[src/design/pbi_ram.sv]
`timescale 1ns / 1ps
// Generic single-write, single-read RAM with registered read data.
// No dependencies.
module pbi_ram #(
  parameter int WIDTH = 32,
  parameter int DEPTH = 64
) (
  input  logic                     clk,
  input  logic                     we,
  input  logic [$clog2(DEPTH)-1:0] waddr,
  input  logic [WIDTH-1:0]         wdata,
  input  logic [$clog2(DEPTH)-1:0] raddr,
  output logic [WIDTH-1:0]         rdata
);

  logic [WIDTH-1:0] mem [DEPTH];

  always_ff @(posedge clk) begin
    if (we) begin
      mem[waddr] <= wdata;
    end
    rdata <= mem[raddr];
  end

endmodule

[config.mk]
export PLATFORM = sky130hd
export DESIGN_NAME = pbi_ram
export DESIGN_NICKNAME = d
export VERILOG_FILES = /design/src/design/pbi_ram.sv
export SDC_FILE = /design/constraint.sdc
export NUM_CORES = 2
export LEC_CHECK = 0
export BUFFER_PORTS_ARGS = -buffer_cell sky130_fd_sc_hd__buf_4
export CAP_MARGIN = 0
export CORE_UTILIZATION = 45
export DETAILED_ROUTE_END_ITERATION = 16
export PLACE_DENSITY = 0.68
export SLEW_MARGIN = 30
export SYNTH_ARGS = -nofsm -noshare
export SYNTH_HDL_FRONTEND = slang
export SYNTH_SLANG_ARGS = --single-unit
[constraint.sdc]
create_clock -name clk -period 10.5 [get_ports clk]
set_clock_uncertainty 0.1 [all_clocks]
set_input_delay 0.525 -clock clk [delete_from_list [all_inputs] [get_ports clk]]
set_output_delay 0.525 -clock clk [all_outputs]
set_load 0.01 [all_outputs]
==> reports/summary.json <==
{
  "min_path_cells": 1,
  "die-area_sq_um": 176200,
  "clkSinkCount": 2080,
  "routed_wire_length_per_instance_um": 33.11,
  "min_period_ps": 3723,
  "irDropWorstVdd_mv": 0.1830,
  "worstRegToRegCells": 4,
  "reg2reg_to": "rdata[19]",
  "worstSetupStartpointType": "primary input",
  "worstHoldEndpoint": "mem[40][17]",
  "grt_max_degree": 112,
  "flop_to_flop_setup_slack_ps": 8100,
  "achievable-frequency_mhz": 268.6,
  "initial_utilization": 0.4552,
  "setup_violations": 0,
  "globalRouteOverflowTotal": 0,
  "die_y_um": 419.7,
  "clk-insertion-delay-late_ps": 850,
  "critical_path.cell_chain": "buf_8 -> buf_12 -> buf_16 -> buf_4 -> mux4_2 -> o22ai_1 -> nor2_1 -> a21oi_1 -> nor2_1",
  "n_fill_cell": 13043,
  "design_area_sq_um": 88930,
  "clock_path_buffers": 3,
  "tightestPinTransition_ps": 969.9,
  "fp-row-count": 152,
  "place_congestion": 0.7722,
  "routed_wirelength_um": 198900,
  "timing.final.hold_violations": 0,
  "cts_repair_resize_count": 0,
  "port_buffers": 77,
  "worstHoldPathType": "in2reg",
  "first_pass_grt_wire_length_um": 279400,
  "power_leakage_nw": 27.45,
  "synth_cell_type_count": 34,
  "placed_area_sq_um": 82410,
  "post_layout_cell_count": 6009,
  "ctsRootBufferMaster": "clkbuf_16",
  "grt_use_total": 0.2288,
  "clk_pin_slew_worst_paths_ps": 60,
  "rsz0062_at_grt": "false",
  "critical_path.slowest_cell": "buf_4",
  "cts_max_level": 4,
  "critPathCaptureType": "flop",
  "critPathRequiredTime_ps": 11090,
  "asyncSetResetFlopFracSynth": 0,
  "syn-mean-instance-area_sq_um": 23.62,
  "run_status": "finished, final reports clean",
  "r2r_start": "mem[12][19]",
  "drt_first_iter_violations": 5442,
  "floorplan.die.width_um": 419.7,
  "ys_flop_type": "edfxtp_1",
  "yosysSeqAreaShare": 0.7914,
  "vias_in_the_first_global_route": 37105,
  "core_region_area_sq_um": 172500,
  "syn_area_sq_um": 78520,
  "post_cts_buffers": 0,
  "cp_slowest_stage_delay_ps": 710,
  "layout-area-overhead-vs-synth_pct": 13.26,
  "netlist_instances": 3324,
  "crit_path_max_fanout": 68,
  "routed-via-count": 37174,
  "power_density_nw_per_um2": 193.1,
  "drt.antenna.violating_nets": 0,
  "final.period_utilization": 0.3546,
  "io-pin-count": 78,
  "hold_path_startpoint": "wdata[17]",
  "synth_enable_flop_cells": 2048,
  "via_per_inst": 6.186,
  "tritoncts_clock_tree": "done",
  "numPlacedInstances": 5631,
  "multi_input_area_sq_um": 15970,
  "final_layout_size_suffix_gt1_frac": 0.2928,
  "synth.net_count": 3370,
  "dp_hpwl_um": 104600,
  "yosys_register_bits": 2080,
  "dr.pass1.iters": 6,
  "cts-buffers-inserted": 201,
  "ys_warn_count": 0,
  "arrival_ps": 4310,
  "maxSlewHeadroom": 0.3534,
  "worst-setup-path-type": "in2reg",
  "final_nets": 3571,
  "seqCellArea_sq_um": 62140,
  "cap_violations": 0,
  "route.detailed.drc": 0,
  "grt_antenna_before_repair": 9,
  "ctsHoldBuffers": 0,
  "slew_violations": 0,
  "finalSetupTns_ps": 0,
  "crit_path_most_repeated_cell": "nor2_1",
  "fin_worst_hold_slack_ps": 113.3
}
[cell families after synthesis]
family / Yosys count / synth area share
buffers and inverters: 182 / 0.01128
flip-flops: 2080 / 0.7914
AND/OR/NAND/NOR: 223 / 0.01265
multiplexers: 637 / 0.1679
AO/OA/AOI/OAI: 202 / 0.01673
[layer usage]
layer / share of wire / GRT usage / wire (um) / vias to the layer above
met1: 0.39 / 0.3254 / 77930 / 20215
met2: 0.48 / 0.3607 / 95650 / 1947
met5: 0 / 0 / 0 / -
met4: 0.033 / 0.07794 / 6508 / 0
li1: - / - / - / 14695
met3: 0.095 / 0.03890 / 18840 / 317
[flip-flops by register name (all words and copies together), names as in the netlist]
register / count
rdata: 32
mem: 2048
[Yosys cell counts, drive strengths merged, types with 7 or more instances]
cell    count  share of area
a21oi      62         0.0040
a22oi      12         0.0011
a311oi      8        0.00089
buf       108         0.0077
clkbuf     74         0.0035
dfxtp      32         0.0082
edfxtp   2048           0.78
mux2i      93          0.012
mux4      544           0.16
nand2      26         0.0012
nand2b      8        0.00064
nor2      137         0.0065
nor2b      15         0.0012
nor3        7        0.00045
o221ai     27         0.0030
o22ai      84         0.0067
[layout make-up]
class | count | area share
sequential | 2080 | 0.6987
multi-input combinational | 1062 | 0.1796
clock buffer | 265 | 0.06041
tap | 2310 | 0.03250
timing repair buffer | 180 | 0.01614
clock inverter | 105 | 0.01241
antenna | 7 | 0.0001970
[critical path, delay by kind of cell]
family	cells	cell delay, ps
AO/OA/AOI/OAI	2	690
buffers and inverters	4	2040
multiplexers	1	590
AND/OR/NAND/NOR	2	170
[cell usage in the layout, fill, tap and decap left out, drive strengths merged, types with 5 or more instances in the layout]
| cell type | netlist | final |
|---|---|---|
| a21oi | 62 | 62 |
| a22oi | 12 | 12 |
| a311oi | 8 | 8 |
| buf | 108 | 180 |
| bufinv | 0 | 18 |
| clkbuf | 74 | 265 |
| clkinv | 0 | 70 |
| clkinvlp | 0 | 8 |
| dfxtp | 32 | 32 |
| diode | 0 | 7 |
| edfxtp | 2048 | 2048 |
| inv | 0 | 9 |
| mux2i | 93 | 93 |
| mux4 | 544 | 544 |
| nand2 | 26 | 26 |
| nand2b | 8 | 8 |
| nand3 | 5 | 5 |
| nand3b | 5 | 5 |
| nor2 | 137 | 137 |
| nor2b | 15 | 15 |
| nor3 | 7 | 7 |
| o221ai | 27 | 27 |
| o22ai | 84 | 84 |
| or3b | 5 | 5 |
[worst max-delay path by stage]
stage	depth (start not counted)	end	start	slack (ps)
after CTS	8	rdata[1]	raddr[0]	6710
after floorplan	4	mem[48][0]	waddr[3]	6720
final	9	rdata[24]	raddr[0]	6780
after global routing	9	rdata[16]	raddr[0]	6500
after global placement	8	rdata[11]	raddr[0]	5500
after detailed placement	8	rdata[1]	raddr[0]	5800
[where the power goes]
| part | internal [mW] | switching, mW |
|---|---|---|
| logic | 0.309 | 0.532 |
| clock network | 4.05 | 3.04 |
| registers | 9.19 | 0.0416 |
[through the flow]
stage | setup slack (ps) | util | power, mW
finish | 6777 | 0.5156 | 17.17
detailed placement | 5796 | 0.4777 | 10.26
floorplan | 6715 | - | 9.839
global placement | 5500 | 0.4777 | 10.24
global route | 6503 | 0.5155 | 17.61
CTS | 6715 | 0.5153 | 17.26
Note: power is estimated with default switching activity, not from simulation.
