--- config.mk ---
export PLATFORM = sky130hd
export DESIGN_NAME = pbi_mul
export DESIGN_NICKNAME = d
export VERILOG_FILES = /design/src/design/pbi_pkg.sv /design/src/design/pbi_mul.sv
export SDC_FILE = /design/constraint.sdc
export NUM_CORES = 2
export LEC_CHECK = 0
export ABC_AREA = 1
export ABC_CLOCK_PERIOD_IN_PS = 7900
export BUFFER_PORTS_ARGS = -buffer_cell sky130_fd_sc_hd__buf_2
export CAP_MARGIN = 20
export CORE_ASPECT_RATIO = 1.75
export CORE_MARGIN = 3
export CORE_UTILIZATION = 25
export DETAILED_ROUTE_END_ITERATION = 6
export GPL_TIMING_DRIVEN = 0
export HOLD_SLACK_MARGIN = 0.06
export PLACE_DENSITY_LB_ADDON = 0.08
export SLEW_MARGIN = 15
export SYNTH_ARGS = -nofsm -noshare
export SYNTH_HDL_FRONTEND = slang
export SYNTH_SLANG_ARGS = --single-unit
--- constraint.sdc ---
create_clock -name clk -period 7.9 [get_ports clk]
set_clock_uncertainty 0.15 [all_clocks]
set_input_delay 1.185 -clock clk [delete_from_list [all_inputs] [get_ports clk]]
set_output_delay 1.185 -clock clk [all_outputs]
set_load 0.01 [all_outputs]
--- src/design/pbi_pkg.sv ---
`timescale 1ns / 1ps
// Shared types and constants for the profile bilinear interpolator.
// No dependencies.
package pbi_pkg;

  localparam int MAX_RADIAL_DEF = 64;
  localparam int MAX_TIMES_DEF  = 64;
  localparam int MAX_KINDS_DEF  = 8;
  localparam int MAX_OUT        = 8;
  localparam int TEMP_SLOTS     = 2;
  localparam int NW             = 11;
  localparam int WQ             = 16;
  localparam int DW             = 34;

  localparam logic [2:0] MODE_RKNOT = 3'd0;
  localparam logic [2:0] MODE_TKNOT = 3'd1;
  localparam logic [2:0] MODE_DENS  = 3'd2;
  localparam logic [2:0] MODE_TEMP  = 3'd3;
  localparam logic [2:0] MODE_FLOW  = 3'd4;
  localparam logic [2:0] MODE_QUERY = 3'd5;

  localparam logic [1:0] CFG_RHO  = 2'd0;
  localparam logic [1:0] CFG_TIME = 2'd1;
  localparam logic [1:0] CFG_SPEC = 2'd2;

  typedef enum logic [3:0] {
    S_IDLE, S_SCAN, S_EDGE, S_DIV, S_CORNER, S_MUL, S_ACC, S_FMUL, S_FACC
  } state_t;

  typedef struct packed {
    logic          start;
    logic [DW-1:0] num;
    logic [DW-1:0] den;
  } div_req_t;

endpackage

--- src/design/pbi_mul.sv ---
`timescale 1ns / 1ps
// Shared signed multiplier with registered product.
// Depends on pbi_pkg.
module pbi_mul import pbi_pkg::*; (
  input  logic                  clk,
  input  logic signed [32:0]    a,
  input  logic signed [32:0]    b,
  output logic signed [65:0]    prod
);

  logic signed [65:0] prod_r;

  assign prod = prod_r;

  always_ff @(posedge clk) begin
    prod_r <= a * b;
  end

endmodule

==> impl_metrics.yaml <==
clock_tree:
  clock_tree.buffer_depth: 2
  htree_levels: 3
  cts-hold-fix-buffers: 0
  root_buffer_selected_by_cts: "clkbuf_16"
  cts.reportedPaths.clkPinSlew_ps: 80
  cts_buffers: 9
  cts_num_sinks: 66
  cts_tree: "built"
synthesis:
  synth-edff-count: 0
  syn_inst: 5543
  synthXorXnorAreaFrac_pct: 0.8317
  netlist-cell-type-count: 35
  async_reset_ff_share_pct: 0
  ys.flop_type: "dfxtp_1"
  synth_top_family_by_area: "adder cells"
  area_of_the_mapped_netlist_mm2: 0.04317
  yosysWarnings: 0
  syn_nets: 6972
  post_synth.cell_area_avg_um2: 7.789
  synthMuxAreaShare_pct: 0
  postSynthRegisterBits: 66
  synth.yosys.seq_area_share_pct: 3.060
  synth_simple_gate_area_share_pct: 16.59
  synthAdderAreaFrac_pct: 59.38
  synth-compound-area-share_pct: 1.377
sta:
  slew_violations: 0
  timing.fmax_mhz: 123.6
  max_slew_margin_pct: 57.79
  unrepaired_setup_endpoints_after_global_routing: "true"
  timing.final.setup_violations: 13
  finalWorstPathRequiredPeriod_ps: 8088
  min_period_over_period_pct: 102.4
  final_hold_viol_count: 0
  setup_slack_ps: -187.7
  max_slew.worst_pin.slew_ps: 633.1
die:
  initial_core_util_pct: 25.17
  floorplan.io_pins: 133
  floorplan.die_area_mm2: 0.1779
  die_w_um: 320.1
  floorplan.core_area_mm2: 0.1715
  num_rows: 201
  die_height_um: 555.7
detailed_routing:
  initialDrtViolationCount: 1819
  post_drt_wl_per_cell_um: 28.15
  postRouteAntennaNets: 0
  avgViaCountPerCell: 4.401
  dr.pass1.iters: 5
  routed_wl_mm: 224.8
  drcViolationCount: 0
  num_vias: 35147
run_status:
  failed_checks: "setup timing"
  status: "finished, violations left"
global_routing:
  first_pass_grt_wire_length_mm: 310.3
  track_usage_pct: 25.67
  grt_overflow_total: 0
  antenna_found_initial: 12
  pin_count_of_the_biggest_net_entering_global_routing: 22
  vias_in_the_first_global_route: 39642
layout:
  post-route-util_pct: 30.20
  layout-area-overhead-vs-synth_pct: 19.96
  nNetsFinal: 7171
  layout_cells_sized_above_1_pct: 16.20
  finish.cell_count_without_fillers: 7987
  layout.cells.most_common: "inv_1"
  design_area_mm2: 0.05179
  nFillCells: 18862
  largest_reg_flops: 66
  most-common-layout-cells: "inv_1 (1842), nand2_1 (1422), fa_1 (1081)"
hold_path:
  hold_class: "in -> reg"
worst_setup_path:
  cp-start-kind: "input pin"
  worst_setup_path_end_kind: "flop"
  critical_path.most_common_cell: "fa_1"
  worst_ep_required_time_ps: 8060
  path_max_fanout: 5
  worst-endpoint-arrival_ps: 8250
  slowest_stage: "fa_4"
  max_stage_delay_ps: 820
  crit_type: "in -> reg"
run:
  drv_cap: 0
place:
  port_buffers: 67
  post-dp-hpwl_mm: 195.2
  dpl.cell_count: 7873
  post_place_cell_area_mm2: 0.04680
  weighted_congestion_at_the_end_of_routability_driven_global_placement: 0.9341
==> what timing repair did <==
action / in CTS / in global routing
setup buffers: 51 / 40
cloned: 0 / 1
setup endpoints to repair: 52 / 45
pin swaps: 76 / 153
gates resized for setup: 797 / 448
==> routing by layer <==
layer	global-route usage (%)	vias up	wire [um]	part of all wire, %
met2	49.15	985	120100	53
li1	-	15407	-	-
met4	18.24	2	22140	9.8
met5	0	-	11	0.0049
met1	25.93	18319	75150	33
met3	2.131	434	7372	3.3
==> stage by stage <==
| stage | TNS (ps) | setup slack [ps] | hold WS (ps) |
|---|---|---|---|
| after detailed placement | -101790 | -2904 | 1430 |
| after floorplan | 0 | 24.44 | 1299 |
| after global placement | -118830 | -2991 | 1433 |
| after CTS | -2977 | -246.0 | 1113 |
| final | -1364 | -187.7 | 1137 |
| after global routing | -4019 | -336.8 | 1153 |
==> synthesized netlist by cell type (2+ instances only) <==
master	n	area share [%]
ha_1	217	6.3
nand2_1	1517	13
fa_1	1145	53
a21o_1	2	0.035
clkbuf_1	262	2.3
nand3b_1	3	0.052
xnor2_1	4	0.081
nor2_2	20	0.29
nand2_2	17	0.25
nor4_1	4	0.058
or2_2	5	0.072
nor3_1	7	0.081
dfxtp_1	66	3.1
and2_1	2	0.029
o21bai_1	14	0.24
a21oi_2	4	0.081
o21ai_0	19	0.22
nand3_1	70	0.81
a21oi_1	61	0.71
inv_1	1894	16
o21ai_1	3	0.035
nor2_4	3	0.078
xor2_1	37	0.75
nand4_1	19	0.28
nand3_2	8	0.19
nor2_1	131	1.1
==> final timing paths <==
check	from	endpoint	slack (ps)	depth (start not counted)
max	a[32]	prod[65]$_DFF_P_	-190	29
min	a[0]	prod[0]$_DFF_P_	1140	3
==> final cells by class <==
type	instances	area, um2	area share [%]
clock buffers	9	225.2	0.4348
flip-flops and latches	66	1321	2.551
repair buffers	188	1569	3.029
plain buffers	263	2838	5.479
inverters	1895	7146	13.80
clock inverters	7	52.55	0.1015
diodes	7	17.52	0.03382
multi-input cells	3319	35830	69.18
well taps	2233	2794	5.394
==> critical path, delay by kind of cell <==
kind	cells	cell delay, ps
fa+ha+maj	9	4980
buf+inv	10	1090
simple gates	10	920
==> logic make-up (layout without fill, tap and decap cells) <==
kind of cell,after synthesis,count (layout)
simple gates,1810,1810
compound gates,106,106
xor+xnor,41,41
buf+inv,2158,2362
other cells,0,7
fa+ha+maj,1362,1362
flops,66,66
Power is left out: the tool's default activity adds up to more than one toggle a clock period on the data nets, which glitch-free logic cannot reach.
