--- src/design/pbi_pkg.sv ---
`timescale 1ns / 1ps
// Shared types and constants for the profile bilinear interpolator.
// No dependencies.
package pbi_pkg;

  localparam int MAX_RADIAL_DEF = 64;
  localparam int MAX_TIMES_DEF  = 64;
  localparam int MAX_KINDS_DEF  = 8;
  localparam int MAX_OUT        = 8;
  localparam int TEMP_SLOTS     = 2;
  localparam int NW             = 11;
  localparam int WQ             = 16;
  localparam int DW             = 34;

  localparam logic [2:0] MODE_RKNOT = 3'd0;
  localparam logic [2:0] MODE_TKNOT = 3'd1;
  localparam logic [2:0] MODE_DENS  = 3'd2;
  localparam logic [2:0] MODE_TEMP  = 3'd3;
  localparam logic [2:0] MODE_FLOW  = 3'd4;
  localparam logic [2:0] MODE_QUERY = 3'd5;

  localparam logic [1:0] CFG_RHO  = 2'd0;
  localparam logic [1:0] CFG_TIME = 2'd1;
  localparam logic [1:0] CFG_SPEC = 2'd2;

  typedef enum logic [3:0] {
    S_IDLE, S_SCAN, S_EDGE, S_DIV, S_CORNER, S_MUL, S_ACC, S_FMUL, S_FACC
  } state_t;

  typedef struct packed {
    logic          start;
    logic [DW-1:0] num;
    logic [DW-1:0] den;
  } div_req_t;

endpackage

--- src/design/pbi_div.sv ---
`timescale 1ns / 1ps
// Restoring divider, one quotient bit per cycle, for Q0.16 weights (num < den).
// Depends on pbi_pkg.
module pbi_div import pbi_pkg::*; (
  input  logic           clk,
  input  logic           rst_n,
  input  div_req_t       req,
  output logic           done,
  output logic [WQ-1:0]  quo
);

  logic [DW:0]   rem_r;
  logic [DW-1:0] den_r;
  logic [WQ-1:0] quo_r;
  logic [4:0]    cnt_r;
  logic          run_r;
  logic          done_r;
  logic [DW:0]   trial;
  logic          ge;

  assign trial = {rem_r[DW-1:0], 1'b0};
  assign ge    = trial >= {1'b0, den_r};
  assign done  = done_r;
  assign quo   = quo_r;

  always_ff @(posedge clk) begin
    if (!rst_n) begin
      run_r  <= 1'b0;
      done_r <= 1'b0;
      cnt_r  <= '0;
    end else begin
      done_r <= 1'b0;
      if (req.start) begin
        rem_r <= {1'b0, req.num};
        den_r <= req.den;
        cnt_r <= '0;
        run_r <= 1'b1;
      end else if (run_r) begin
        rem_r <= ge ? trial - {1'b0, den_r} : trial;
        quo_r <= {quo_r[WQ-2:0], ge};
        cnt_r <= cnt_r + 5'd1;
        if (cnt_r == 5'(WQ - 1)) begin
          run_r  <= 1'b0;
          done_r <= 1'b1;
        end
      end
    end
  end

endmodule

--- config.mk ---
export PLATFORM = sky130hd
export DESIGN_NAME = pbi_div
export DESIGN_NICKNAME = d
export VERILOG_FILES = /design/src/design/pbi_pkg.sv /design/src/design/pbi_div.sv
export SDC_FILE = /design/constraint.sdc
export NUM_CORES = 1
export LEC_CHECK = 0
export BUFFER_PORTS_ARGS = -buffer_cell sky130_fd_sc_hd__buf_2
export CORE_UTILIZATION = 45
export DETAILED_ROUTE_END_ITERATION = 6
export HOLD_SLACK_MARGIN = 0.06
export MAX_ROUTING_LAYER = met4
export PLACE_DENSITY_LB_ADDON = 0.05
export SLEW_MARGIN = 20
export SYNTH_ARGS = -nofsm -noshare
export SYNTH_HDL_FRONTEND = slang
export SYNTH_SLANG_ARGS = --single-unit
--- constraint.sdc ---
create_clock -name clk -period 4.3 [get_ports clk]
set_input_delay 0.43 -clock clk [delete_from_list [all_inputs] [get_ports clk]]
set_output_delay 0.43 -clock clk [all_outputs]
set_load 0.1 [all_outputs]
==> results of run 1 <==
==> where the power goes <==
group	switching, W	leakage [nW]	total [W]	internal, W
combinational	0.000414	1.68	0.000744	0.000329
clock	0.000350	0.156	0.000852	0.000502
sequential	0.0000296	0.845	0.00108	0.00105
total	0.000794	2.69	0.00268	0.00188
==> Yosys cell counts, drive strengths merged (7+ instances only) <==
| cell type | number |
|---|---|
| xor2 | 12 |
| dfxtp | 7 |
| nor3 | 13 |
| o21a | 11 |
| a31oi | 8 |
| a21oi | 34 |
| nor2 | 33 |
| clkbuf | 13 |
| nor4 | 7 |
| nor2b | 12 |
| inv | 48 |
| edfxtp | 84 |
| nand3 | 9 |
| nor3b | 7 |
| xnor2 | 16 |
| mux2 | 27 |
| a221o | 7 |
| nand2 | 30 |
| a21o | 14 |
| o21ai | 22 |
| ha | 36 |
==> worst max-delay path by stage <==
stage	end	slack (ns)	depth (start not counted)
floorplan	rem_r[13]	0.77	11
global placement	rem_r[7]	0.43	10
detailed placement	rem_r[4]	0.33	10
CTS	rem_r[16]	0.31	10
global route	rem_r[13]	0.1	10
finish	rem_r[8]	0.29	10
==> metrics by stage <==
| step | utilization, % | hold WS, ns | worst slack (ns) | power, W |
|---|---|---|---|---|
| floorplan | - | 0.4714 | 0.7669 | 0.001675 |
| global placement | 51.29 | 0.4306 | 0.4266 | 0.001832 |
| detailed placement | 51.29 | 0.4325 | 0.3318 | 0.001840 |
| CTS | 53.95 | 0.2332 | 0.3073 | 0.002698 |
| global route | 53.95 | 0.2293 | 0.09881 | 0.002821 |
| finish | 53.95 | 0.2434 | 0.2902 | 0.002678 |
==> final cells by class <==
cell class | instances | area (µm²) | area share (%)
repair buffers | 94 | 488.0 | 7.468
clock inverters | 4 | 55.05 | 0.8426
well taps | 168 | 210.2 | 3.217
multi-input cells | 363 | 2666 | 40.81
flip-flops and latches | 91 | 2663 | 40.75
inverters | 48 | 185.2 | 2.834
clock buffers | 12 | 266.5 | 4.079
==> state kept, by name (all words and copies together) (netlist names) <==
name and count:
den_r 34, rem_r 34, quo 16, cnt_r 5
done 1, run_r 1
==> worst register-to-register path: stages (launching register included) <==
cell and delay, ns:
edfxtp_1 0.39, ha_1 0.36, inv_2 0.08, or4_4 0.54, a211o_1 0.30, a2111o_1 0.54
a311oi_4 0.38, nor2_2 0.26, inv_6 0.27, mux2_2 0.37, mux2_2 0.25
==> per-layer routing <==
layer	vias to the layer above	global-route usage [%]	part of all wire, %
li1	2108	-	-
met1	1971	27.37	48
met2	105	33.58	47
met3	16	5.951	4.4
met4	0	5.455	1.3
met5	-	-	0
==> cells by family (layout without fill, tap and decap cells) <==
family / after synthesis / count (layout) / synth area share, %
simple gates: 137 / 137 / 12.78
compound gates: 130 / 130 / 15.76
flops: 91 / 91 / 47.30
buf+inv: 67 / 158 / 5.335
fa+ha+maj: 37 / 37 / 8.357
mux: 31 / 31 / 6.112
xor+xnor: 28 / 28 / 4.356
==> metrics, run 1 <==
outcome finished, final reports clean; postcts setup bufs 0; Placeable Area 12110 µm²; drc violations 0; CP arrival 4.11 ns; Req. time, crit path 4.40 ns; Port Buffers 87; Slew @ Worst Pin 0.8489 ns; Worst Skew 0.008145 ns; post-synth net total 629; post-detail-place hpwl 9063 µm; clock tree buffer depth 2; first-pass GRT wire length 20740 µm; LEAKAGE 2.685 nW; Critical-path top delay cell or4_4; Row Count 40; worst hold endpoint den_r[32]; Clock transition at path regs 0.07 ns; worst hold stages 1; total CTS buffers 9; ys async rst share 0%; maxcap violations 0; CP cell instances ha_1 > inv_2 > or4_4 > a211o_1 > a2111o_1 > a311oi_4 > nor2_2 > inv_6 > mux2_2 > mux2_2; TritonCTS clock tree built; Die Y 113.8 µm; endpoint class of the critical path register; critical path type register to register; vias post-DR 4200; #FFs+latches synth 91; startpoint types register; Max Slew Vio Count 0; CP max stage delay 0.54 ns; reg2reg start rem_r[9]; crit path max fanout 25; post-route antenna net violation count 0; CP startpoint rem_r[9]; commonest cells after routing, fill and taps aside buf_2, edfxtp_1, inv_1, ha_1, a21oi_1; global-route usage over all layers 21.39%; final instance area 6534 µm²; RSZ-0062 raised after global routing no; CP top delay family compound AO/OA/AOI/OAI gates; FF-to-FF End rem_r[8]; final net count 715; Root Driver clkbuf_16; Finished Layout Cells 780; vias in the first global route 4236; Synth area leader edfxtp_1; total clock sinks 91; f_max 0.2494 GHz; vias per std cell 5.385; Crit path buffers/inverters 2; largest net degree at the start of global routing 44; synth warn 0; Synth Area per Inst 10.80 µm²; routed wire length 12410 µm; 1st-iter DRT viols 240; die area 12960 µm²; cts hold-fix bufs 0; initial antenna violation count 0; cell mode on critical path mux2_2; ANT cells 0; initial core utilization 46.48%; Yosys top cell area share 44.81%; Worst-Skew Late Latency 0.36 ns; wire length per cell 15.91 µm; synth top area cells edfxtp_1, ha_1, mux2_2; Primary FF master, synth edfxtp_1; Hold Fails Final Rpt 0; Die X 113.8 µm; crit path time final 4.010 ns; Final setup viols 0; number of gates resized after cts 0; cell total after placement 764; sequential area share after synthesis 47.30%; Min-Delay Path Class input port to register; flop2flop setup slack 0.29 ns; Mapped Cells 521; # fillers 1098; drt pass-1 iters 4; Peak VDD IR 321.1 µV; final clock period utilization by the worst path 93.25%; cell area after synthesis 5629 µm²; fraction of layout cells with a size suffix above 1 23.86%; area grow syn2layout 16.07%; io pins 88; post-placement cell area 6212 µm²; commonest non-fill, non-tap cell in the layout buf_2; Slew HR 43.41%; EDFF count, synth 84; H-Tree Depth 3; Cell variety after synth 62; Setup TNS 0 ns; pwr dens 409.8 nW/µm²; GRT overflow 0; r2r worst-path depth 10; GPL Wtd Cong 0.9182; hold path start req[32]
(Power assumes the default switching activity.)
==> run 2: changes to the inputs <==
clock period = 4.68 ns   (was 4.3 ns; I/O delays follow)
==> metrics, run 2 (same netlist as run 1, synthesis figures left out) <==
Min-Delay Path Class input port to register; crit path max fanout 35; vias per std cell 5.427; Req. time, crit path 4.78 ns; routed wire length 12400 µm; startpoint types register; fin worst setup slack 0.5569 ns; PnR Total Power 0.002480 W; Row Count 40; Worst-Skew Late Latency 0.35 ns; RSZ-0062 raised after global routing no; Placeable Area 12110 µm²; Clock transition at path regs 0.07 ns; clock tree buffer depth 2; final core occ 53.81%; global-route usage over all layers 21.48%; wire length per cell 15.96 µm; initial antenna violation count 0; Port Buffers 87; LEAKAGE 2.677 nW; final net count 712; post-route antenna net violation count 0; postcts setup bufs 0; die area 12960 µm²; WHS 0.2835 ns; fraction of layout cells with a size suffix above 1 23.32%; commonest cells after routing, fill and taps aside buf_2, edfxtp_1, inv_1, ha_1, a21oi_1; CP arrival 4.22 ns; Slew HR 47.38%; endpoint class of the critical path register; Setup TNS 0 ns; Die X 113.8 µm; Root Driver clkbuf_16; post-detail-place hpwl 9053 µm; DP Worst Slack 0.6170 ns; first-pass GRT wire length 20960 µm; initial core utilization 46.48%; Max Slew Vio Count 0; outcome finished, final reports clean; Worst Skew 0.008537 ns; vias post-DR 4217; maxcap violations 0; Peak VDD IR 216.5 µV; H-Tree Depth 3; final clock period utilization by the worst path 88.10%; cts hold-fix bufs 0; GRT overflow 0; total clock sinks 91; ANT cells 0; 1st-iter DRT viols 235; total CTS buffers 9; area grow syn2layout 15.78%; drt pass-1 iters 4; pwr dens 380.5 nW/µm²; GPL Wtd Cong 0.9105; crit path time final 4.123 ns; io pins 88; Slew @ Worst Pin 0.7885 ns; Final setup viols 0; Die Y 113.8 µm; f_max 0.2425 GHz; TritonCTS clock tree built; drc violations 0; commonest non-fill, non-tap cell in the layout buf_2; Hold Fails Final Rpt 0; vias in the first global route 4269; number of gates resized after cts 0; largest net degree at the start of global routing 44; critical path type register to register
run 2: changes by cell type in the layout (fill, tap and decap cells not counted):
| cell | previous run | this run |
|---|---|---|
| clkinv_2 | 0 | 1 |
| inv_8 | 0 | 1 |
| bufinv_16 | 1 | 2 |
| clkbuf_1 | 0 | 1 |
| clkbuf_8 | 3 | 1 |
| buf_4 | 7 | 4 |
| inv_6 | 3 | 2 |
| clkinvlp_4 | 1 | 0 |
run 2: final cells by class:
cell class	instances	area [µm²]
fill	1141	5594
multi-input combinational	363	2666
sequential	91	2663
timing repair buffer	91	465.4
clock buffer	11	242.7
tap	168	210.2
inverter	48	185.2
clock inverter	5	85.08
run 2: metal layers:
metal  GRT usage, %  vias up  part of all wire [%]
met4          8.658        0                   2.6
met3          4.251       24                   4.1
met1          27.30     1982                    47
met5              -        -                     0
met2          33.78      112                    46
li1               -     2099                     -
run 2: stage by stage:
step	instances	cell area [µm²]
floorplan	521	5629
global placement	761	6190
detailed placement	761	6190
CTS	777	6518
global route	777	6518
finish	777	6518
run 2: path summary, 6_finish.rpt:
| check | start | end | slack [ns] | depth (start not counted) |
|---|---|---|---|---|
| worst max-delay path | rem_r[8] | rem_r[8] | 0.56 | 10 |
| worst min-delay path | req[2] | den_r[2] | 0.28 | 1 |
| worst max register to register | rem_r[8] | rem_r[8] | 0.56 | 10 |
| worst min register to register | quo[2] | quo[3] | 0.45 | 0 |
run 2: critical path, cell delays in order, from the launching register on:
cell      delay [ns]
edfxtp_1        0.41
ha_1            0.38
inv_1           0.10
or4_4           0.53
a211o_1         0.31
a2111o_1        0.54
a311oi_4        0.37
nor2_2          0.26
inv_6           0.32
mux2_2          0.38
mux2_2          0.26
run 2: power by group:
group / switching [W] / total (W) / internal (W)
clock: 0.000319 / 0.000806 / 0.000488
sequential: 0.0000277 / 0.000994 / 0.000967
combinational: 0.000381 / 0.000679 / 0.000298
